===== src/hdl/cfq_pkg.sv =====
// Shared types and constants for the circular FIFO queue
`timescale 1ns / 1ps

package cfq_pkg;

	localparam int CFQ_DEPTH = 8;
	localparam int CFQ_DATA_W = 32;

	typedef enum logic [1:0] {
		OP_ENQUEUE = 2'd0,
		OP_DEQUEUE = 2'd1,
		OP_PEEK    = 2'd2,
		OP_DUMP    = 2'd3
	} op_t;

	typedef enum logic [1:0] {
		RS_OK    = 2'd0,
		RS_FULL  = 2'd1,
		RS_EMPTY = 2'd2
	} status_t;

	typedef enum logic {
		ST_IDLE = 1'b0,
		ST_DUMP = 1'b1
	} state_t;

	typedef struct packed {
		logic    enq;
		logic    deq;
		logic    dump_start;
		logic    dump_step;
		logic    res_valid;
		logic    res_data;
		logic    res_last;
		status_t res_status;
	} cmd_t;

	typedef struct packed {
		logic empty;
		logic full;
		logic head_is_tail;
		logic ptr_is_tail;
	} stat_t;

endpackage


===== src/hdl/cfq_ctrl.sv =====
// Controller state machine for the circular FIFO queue
`timescale 1ns / 1ps

module cfq_ctrl (
	input  logic          clk,
	input  logic          arst_n,
	input  logic          start,
	input  cfq_pkg::op_t  op,
	input  cfq_pkg::stat_t stat,
	output logic          busy,
	output cfq_pkg::cmd_t cmd
);
	import cfq_pkg::*;

	state_t state_q;
	state_t state_next;

	always_ff @(posedge clk or negedge arst_n) begin
		if (!arst_n) begin
			state_q <= ST_IDLE;
		end else begin
			state_q <= state_next;
		end
	end

	always_comb begin
		state_next = state_q;
		unique case (state_q)
			ST_IDLE: begin
				if (start && op == OP_DUMP && !stat.empty && !stat.head_is_tail) begin
					state_next = ST_DUMP;
				end
			end
			ST_DUMP: begin
				if (stat.ptr_is_tail) begin
					state_next = ST_IDLE;
				end
			end
			default: state_next = ST_IDLE;
		endcase
	end

	always_comb begin
		cmd = '0;
		cmd.res_status = RS_OK;
		busy = (state_q == ST_DUMP);
		unique case (state_q)
			ST_IDLE: begin
				if (start) begin
					cmd.res_valid = 1'b1;
					cmd.res_last = 1'b1;
					unique case (op)
						OP_ENQUEUE: begin
							if (stat.full) begin
								cmd.res_status = RS_FULL;
							end else begin
								cmd.enq = 1'b1;
							end
						end
						OP_DEQUEUE: begin
							if (stat.empty) begin
								cmd.res_status = RS_EMPTY;
							end else begin
								cmd.deq = 1'b1;
								cmd.res_data = 1'b1;
							end
						end
						OP_PEEK: begin
							if (stat.empty) begin
								cmd.res_status = RS_EMPTY;
							end else begin
								cmd.res_data = 1'b1;
							end
						end
						OP_DUMP: begin
							if (stat.empty) begin
								cmd.res_status = RS_EMPTY;
							end else begin
								cmd.dump_start = 1'b1;
								cmd.res_data = 1'b1;
								cmd.res_last = stat.head_is_tail;
							end
						end
						default: cmd.res_status = RS_OK;
					endcase
				end
			end
			ST_DUMP: begin
				cmd.dump_step = 1'b1;
				cmd.res_valid = 1'b1;
				cmd.res_data = 1'b1;
				cmd.res_last = stat.ptr_is_tail;
			end
			default: cmd = '0;
		endcase
	end

endmodule


===== src/hdl/cfq_datapath.sv =====
// Ring store, pointers and result registers for the circular FIFO queue
`timescale 1ns / 1ps

module cfq_datapath #(
	parameter int DEPTH = cfq_pkg::CFQ_DEPTH
) (
	input  logic                                 clk,
	input  logic                                 arst_n,
	input  cfq_pkg::cmd_t                        cmd,
	input  logic signed [cfq_pkg::CFQ_DATA_W-1:0] push_value,
	output cfq_pkg::stat_t                       stat,
	output logic                                 strobe,
	output logic [1:0]                           status,
	output logic signed [cfq_pkg::CFQ_DATA_W-1:0] read_value,
	output logic                                 last
);
	import cfq_pkg::*;

	localparam int IW = $clog2(DEPTH);

	logic [CFQ_DATA_W-1:0] mem [DEPTH];
	logic [CFQ_DATA_W-1:0] rd_q;
	logic [IW-1:0]         head_q;
	logic [IW-1:0]         tail_q;
	logic [IW-1:0]         ptr_q;
	logic                  empty_q;
	logic                  strobe_q;
	logic                  data_q;
	logic                  last_q;
	status_t               status_q;
	logic [IW-1:0]         head_nx;
	logic [IW-1:0]         tail_nx;
	logic [IW-1:0]         ptr_nx;
	logic [IW-1:0]         wr_addr;
	logic [IW-1:0]         rd_addr;

	function automatic logic [IW-1:0] wrap_inc(input logic [IW-1:0] i);
		logic [IW-1:0] r;
		if (i == IW'(DEPTH - 1)) begin
			r = '0;
		end else begin
			r = i + 1'b1;
		end
		return r;
	endfunction

	assign head_nx = wrap_inc(head_q);
	assign tail_nx = wrap_inc(tail_q);
	assign ptr_nx  = wrap_inc(ptr_q);
	assign wr_addr = empty_q ? '0 : tail_nx;
	assign rd_addr = cmd.dump_step ? ptr_q : head_q;

	assign stat.empty        = empty_q;
	assign stat.full         = !empty_q && (tail_nx == head_q);
	assign stat.head_is_tail = (head_q == tail_q);
	assign stat.ptr_is_tail  = (ptr_q == tail_q);

	always_ff @(posedge clk) begin
		if (cmd.enq) begin
			mem[wr_addr] <= push_value;
		end
		rd_q <= mem[rd_addr];
	end

	always_ff @(posedge clk or negedge arst_n) begin
		if (!arst_n) begin
			head_q  <= '0;
			tail_q  <= '0;
			ptr_q   <= '0;
			empty_q <= 1'b1;
		end else begin
			if (cmd.enq) begin
				tail_q  <= wr_addr;
				empty_q <= 1'b0;
				if (empty_q) begin
					head_q <= '0;
				end
			end else if (cmd.deq) begin
				if (head_q == tail_q) begin
					empty_q <= 1'b1;
					head_q  <= '0;
					tail_q  <= '0;
				end else begin
					head_q <= head_nx;
				end
			end
			if (cmd.dump_start) begin
				ptr_q <= head_nx;
			end else if (cmd.dump_step) begin
				ptr_q <= ptr_nx;
			end
		end
	end

	always_ff @(posedge clk or negedge arst_n) begin
		if (!arst_n) begin
			strobe_q <= 1'b0;
		end else begin
			strobe_q <= cmd.res_valid;
		end
	end

	always_ff @(posedge clk) begin
		data_q   <= cmd.res_data;
		last_q   <= cmd.res_last;
		status_q <= cmd.res_status;
	end

	assign strobe     = strobe_q;
	assign status     = status_q;
	assign last       = last_q;
	assign read_value = data_q ? $signed(rd_q) : '0;

endmodule


===== src/hdl/circular_fifo_queue.sv =====
// Top level of the circular FIFO queue
//
// Queue of signed 32-bit values in a ring of DEPTH entries, all usable.
// A transaction is accepted at a rising edge where start is high and busy
// is low; operation selects enqueue, dequeue, peek or dump, and
// push_value is the value stored by an enqueue.
// Each result appears on status, read_value and last for exactly one
// cycle, marked by strobe; it is registered and shows in the cycle after
// the edge that caused it. Enqueue, dequeue and peek leave busy low, so
// one transaction may be accepted in every cycle while busy is low. A
// dump of N stored entries emits N results, one ring read per cycle
// through the single read port; busy stays high through the final ring
// read, so the next transaction may be accepted in the cycle that shows
// the last dumped result. last marks the final result of each transaction.
// The receiver cannot stall: every result is taken in the cycle it shows.
// Reset empties the queue and clears head and tail; the ring contents are
// not cleared and are never read before being written.
`timescale 1ns / 1ps

module circular_fifo_queue #(
	parameter int DEPTH = cfq_pkg::CFQ_DEPTH
) (
	input  logic                                 clk,
	input  logic                                 arst_n,
	input  logic                                 start,
	output logic                                 busy,
	input  logic [1:0]                           operation,
	input  logic signed [cfq_pkg::CFQ_DATA_W-1:0] push_value,
	output logic                                 strobe,
	output logic [1:0]                           status,
	output logic signed [cfq_pkg::CFQ_DATA_W-1:0] read_value,
	output logic                                 last
);
	import cfq_pkg::*;

	cmd_t  cmd;
	stat_t stat;

	cfq_ctrl u_ctrl (
		.clk    (clk),
		.arst_n (arst_n),
		.start  (start),
		.op     (op_t'(operation)),
		.stat   (stat),
		.busy   (busy),
		.cmd    (cmd)
	);

	cfq_datapath #(
		.DEPTH (DEPTH)
	) u_datapath (
		.clk        (clk),
		.arst_n     (arst_n),
		.cmd        (cmd),
		.push_value (push_value),
		.stat       (stat),
		.strobe     (strobe),
		.status     (status),
		.read_value (read_value),
		.last       (last)
	);

	a_accept_gives_result: assert property (@(posedge clk) disable iff (!arst_n)
		(start && !busy) |=> strobe)
		else $error("accepted transaction gave no result");

	a_dump_emits: assert property (@(posedge clk) disable iff (!arst_n)
		busy |=> strobe)
		else $error("dump cycle gave no result");

	a_more_follows: assert property (@(posedge clk) disable iff (!arst_n)
		(strobe && !last) |-> busy)
		else $error("non-final result without dump in progress");

	a_refusal_clean: assert property (@(posedge clk) disable iff (!arst_n)
		(strobe && status != RS_OK) |-> (last && read_value == '0))
		else $error("refused result carries data or is not final");

endmodule

===== config.mk =====
export PLATFORM = sky130hd
export DESIGN_NAME = circular_fifo_queue
export DESIGN_NICKNAME = d
export VERILOG_FILES = /design/src/hdl/cfq_pkg.sv /design/src/hdl/cfq_ctrl.sv /design/src/hdl/cfq_datapath.sv /design/src/hdl/circular_fifo_queue.sv
export SDC_FILE = /design/constraint.sdc
export NUM_CORES = 1
export LEC_CHECK = 0
export ABC_AREA = 0
export BUFFER_PORTS_ARGS = -buffer_cell sky130_fd_sc_hd__buf_2
export CAP_MARGIN = 20
export CELL_PAD_IN_SITES_DETAIL_PLACEMENT = 0
export CELL_PAD_IN_SITES_GLOBAL_PLACEMENT = 2
export CORE_ASPECT_RATIO = 2
export CORE_MARGIN = 3
export CORE_UTILIZATION = 42
export DETAILED_ROUTE_END_ITERATION = 6
export PLACE_DENSITY = 0.86
export SLEW_MARGIN = 20
export SYNTH_ARGS = -nofsm -noshare
export SYNTH_HDL_FRONTEND = slang
export SYNTH_HIERARCHICAL = 1
export SYNTH_SLANG_ARGS = --single-unit

===== constraint.sdc =====
create_clock -name clk -period 6.2 [get_ports clk]
set_input_delay 1.24 -clock clk [delete_from_list [all_inputs] [get_ports clk]]
set_output_delay 1.24 -clock clk [all_outputs]
set_load 0.005 [all_outputs]

======== After elaboration in Yosys (flattened, before gate mapping) ========
Memory sizes are Yosys's and may differ from the RTL's. A register that Yosys moved wholly into a read port is not among the register bits.
Cells that the tools add are included.
operators by class
  multiplexer cells ....................... 39
  add/sub/neg operators ................... 3
  equality and inequality tests ........... 10
  reduce and logical (&&, ||, !) cells .... 15
  bitwise operators ....................... 2
operators by type and width
  cell                 number
  $mux 3               16
  $mux 32              1
  $mux 1               15
  $add 3x1->3 const B  3
  $eq 3x3->1           3
  $eq 3x3->1 const B   3
  $pmux 3 s2           1
  $reduce_bool 2->1    3
  $mux 5               1
  $eq 2x2->1 const B   2
  $logic_and 1x1->1    4
  $mux 2               2
  $pmux 1 s2           2
  $pmux 2 s2           1
  $reduce_and 2->1     2
  $reduce_or 2->1      2
  $reduce_or 3->1      1
  $eq 2x1->1 const B   1
  $logic_not 1->1      2
  $logic_not 2->1      1
  $ne 2x1->1 const B   1
  $not 1->1            2
storage, ports and cells
  register bits after elaboration ......... 16
  memory bits (writable) .................. 256
  output and inout bits ................... 37
  memories ................................ 1
memory list
  name            words  bits a word  read ports  clocked after memory_dff  wr ports  RTL line            text
  u_datapath.mem  8      32           1           1                         1         cfq_datapath.sv:21  logic [CFQ_DATA_W-1:0] mem [DEPTH];

======== Longest topological paths before layout ========
  depth after elaboration ................. 10
  depth in mapped cells ................... 10
  gate-level depth less buffers ........... 10

======== Cells and area by module ========
Netlist, hierarchy kept.
by module, submodules not included
  module        area an instance (µm²)  cells each  instances  seq. area each (µm²)
  cfq_datapath  12225.5                 982         1          8684.6
  cfq_ctrl      186.4                   23          1          25.0

======== Worst setup path after synthesis ========
No wires, ideal clock.
  path kind ............................... input port to flip-flop
  start ................................... input port operation[1]
  end ..................................... memory u_datapath.mem[1][0] (enable)
  path buffers ............................ 0
  setup slack ............................. 1.139 ns
  stages .................................. 7
  required time ........................... 5.739 ns
  arrival time ............................ 4.600 ns
  path through ............................ inv_1 -> ha_1 -> nor3b_1 -> inv_1 -> nor2_1 -> nand2_1 -> nor3_1
RTL lines
  what                RTL line                   text
  start: declaration  circular_fifo_queue.sv:27  input logic [1:0] operation,
  end: declaration    cfq_datapath.sv:21

==> results.yml <==
floorplanning:
  io_pins: 74
  design.die.area_um2: 31780
  die-width_um: 127.6
  num_rows: 88
  start_util: 0.4286
  core_area_um2: 28960
  die_y_um: 249.1
worst_hold_path:
  hold_class: "in2async"
pwr:
  p_leak_nw: 5.011
  peakVddDrop_uv: 305.3
  power_density_nw_per_um2: 425.4
status:
  outcome: "complete, no violations"
logic_synthesis:
  synthesis.nets: 1052
  yosysSeqAreaShare: 0.7017
  syn_avg_cell_area_um2: 12.35
  yosysWarnings: 6
  syn-cell-area_um2: 12410
  synth_top_area_frac: 0.6194
  syn-instance-count: 1005
  yosysTopAreaCell: "edfxtp_1"
  synth.distinct_cells: 37
  synth_area_leaders: "edfxtp_1 (62%), dfxtp_1 (5.8%), nand2_1 (5.1%)"
  synth-seq-cells: 304
cells_and_area:
  stdcell_area_um2: 14110
  layout_commonest_cell: "edfxtp_1"
  area_growth_pct: 13.69
  n_antenna_cell: 0
  layout_common_cells: "edfxtp_1 (256), nand2_1 (169), nor2_1 (134)"
  drive_gt1_frac: 0.1376
  nets: 1110
place:
  hpwl_um: 17840
  gp_congestion: 0.7503
  io_buffers: 73
  placed_cell_area_um2: 13180
routing:
  viasPerCell: 5.577
  ant_nets: 0
  routed_wl_um: 30710
  vias: 8048
  drt_iter0_drc: 662
  drcViolationCount: 0
  wire_per_inst_um: 21.28
  dr.pass1.iters: 5
timing:
  skew_ns: 0.01301
  finalHoldViolations: 0
  rsz0062_at_grt: "no"
  setup_viol: 0
  slew_violations: 0
  fmax_mhz: 232.2
  setup_tns_ns: 0
  period_share: 0.6946
  relSlewSlack: 0.2969
  period_needed_ns: 4.306
  tightest_slew_ns: 1.052
global_route:
  grt_pass1_wl_um: 47840
  overflow: 0
  antenna_found_initial: 2
  grt_pass1_vias: 8237
  grt_max_degree: 64
  grt.total_usage: 0.1930
setup_path:
  worstPathMaxFanout: 21
  cp.arrival_ns: 4.54
  critPathLaunch: "u_datapath/tail_q[0]$_DFFE_PN0P_"
  worstSetupPathType: "reg2reg"
  crit_path_start_kind: "flip-flop"
  cp_data_required_time_ns: 6.44
  crit_path_end_kind: "flip-flop"
  reg2reg_from: "u_datapath/tail_q[0]$_DFFE_PN0P_"
cts:
  insertion_delay_ns: 0.54
  cts_setup_buffers: 0
  numCtsBuffers: 27
  cts.sinks: 304
  ctsHoldBuffers: 0
  tritoncts: "yes"
  cts-root-buf: "clkbuf_16"
  cts.path.max_buffers: 3
  cts.htree.levels: 1
  clk_pin_slew_ns: 0.06
  cts_resized: 0
flow_run:
  max_cap_viol_count: 0
-- Yosys cell counts --
library cell    n
or3_1           1
nor3b_1         4
o211ai_1       32
a21oi_1        67
nor2_1        141
a2bb2oi_1       1
nand2b_1        4
a22o_1          3
mux2_4          2
dfxtp_1        36
o22a_1         32
o22ai_1         1
nor2b_1         2
nor4_1          1
o21ai_0        69
or3b_1          1
edfxtp_1      256
inv_1           9
buf_1           3
ha_1           10
dfstp_2         1
buf_6           3
nor3_1          5
a21o_1          2
buf_2          21
a32o_1          3
and3_1          1
nand2_1       169
a311o_1        32
dfrtp_1        11
and2_1         32
xor2_1          9
clkbuf_1       33
mux2i_1         4
o41ai_1         1
nand3_1         1
buf_4           2
-- worst paths after layout --
path,endpoint,slack (ns),cells past startpoint
setup / recovery,u_datapath/mem[2][27]$_DFFE_PP_,1.89,10
min in group clk,u_datapath/status[1]$_DFF_P_,0.60,1
setup reg to reg,u_datapath/mem[2][27]$_DFFE_PP_,1.89,10
hold reg to reg,u_datapath/status[1]$_DFF_P_,0.60,1
hold / removal,u_datapath/head_q[2]$_DFFE_PN0P_,0.59,1
max in group asynchronous,u_datapath/empty_q$_DFFE_PN1P_,5.33,1
-- logic make-up (layout without fill, tap and decap cells) --
| kind of cell | Yosys count | after routing | share of synthesized area |
|---|---|---|---|
| adder cells (fa/ha/maj) | 10 | 10 | 0.01008 |
| AND/OR/NAND/NOR | 362 | 362 | 0.1200 |
| XOR/XNOR | 9 | 9 | 0.006351 |
| buffers and inverters | 71 | 149 | 0.02601 |
| multiplexers | 6 | 6 | 0.005645 |
| flip-flops | 304 | 304 | 0.7017 |
| AO/OA/AOI/OAI | 243 | 243 | 0.1302 |
-- state kept, by name, indices dropped and copies added (netlist names) --
name	count
u_ctrl/busy	1
u_datapath/last	1
u_datapath/tail_q	3
u_datapath/data_q	1
u_datapath/rd_q	32
u_datapath/empty_q	1
u_datapath/status	2
u_datapath/head_q	3
u_datapath/mem	256
u_datapath/ptr_q	3
u_datapath/strobe	1
-- through the flow --
step / utilization / hold slack, ns / std cells / power [mW] / setup slack (ns)
after floorplan: - / 0.4979 / 1005 / 3.709 / 1.139
after global placement: 0.4541 / 0.5824 / 1392 / 4.319 / 1.740
after detailed placement: 0.4551 / 0.5818 / 1393 / 4.339 / 1.676
after CTS: 0.4866 / 0.5763 / 1442 / 6.082 / 1.899
after global routing: 0.4873 / 0.5942 / 1443 / 6.336 / 1.538
final: 0.4873 / 0.5866 / 1443 / 6.003 / 1.894
-- metal layers --
metal  vias to the layer above  share of wire  global-route usage
met4                         4          0.035             0.07456
li1                       3764              -                   -
met3                        69          0.041             0.02339
met5                         -        0.00075                   0
met2                       215           0.54              0.3552
met1                      3996           0.38              0.2249
-- area by class of cell --
cell class / count / area [µm²]
clock buffers: 35 / 745.7
multi-input cells: 630 / 3471
fillers: 2609 / 14850
clock inverters: 14 / 167.7
flip-flops and latches: 304 / 8710
repair buffers: 91 / 533.0
inverters: 9 / 33.78
well taps: 360 / 450.4
-- worst max-delay path: stages, from the launching register on --
cell,delay [ns]
dfrtp_1,0.46
ha_1,0.23
ha_1,0.41
xor2_1,0.18
nor4_1,0.08
nor3b_1,0.48
inv_1,0.26
nor2_1,0.37
o21ai_0,0.41
nor2_4,0.76
buf_4,0.36
-- where the power goes --
group	switching, mW	leakage (nW)	internal, mW
Combinational	1.14	1.80	0.591
Sequential	0.0994	2.76	2.43
Clock	0.731	0.449	1.01
Total	1.97	5.01	4.03
(Power assumes the default switching activity.)
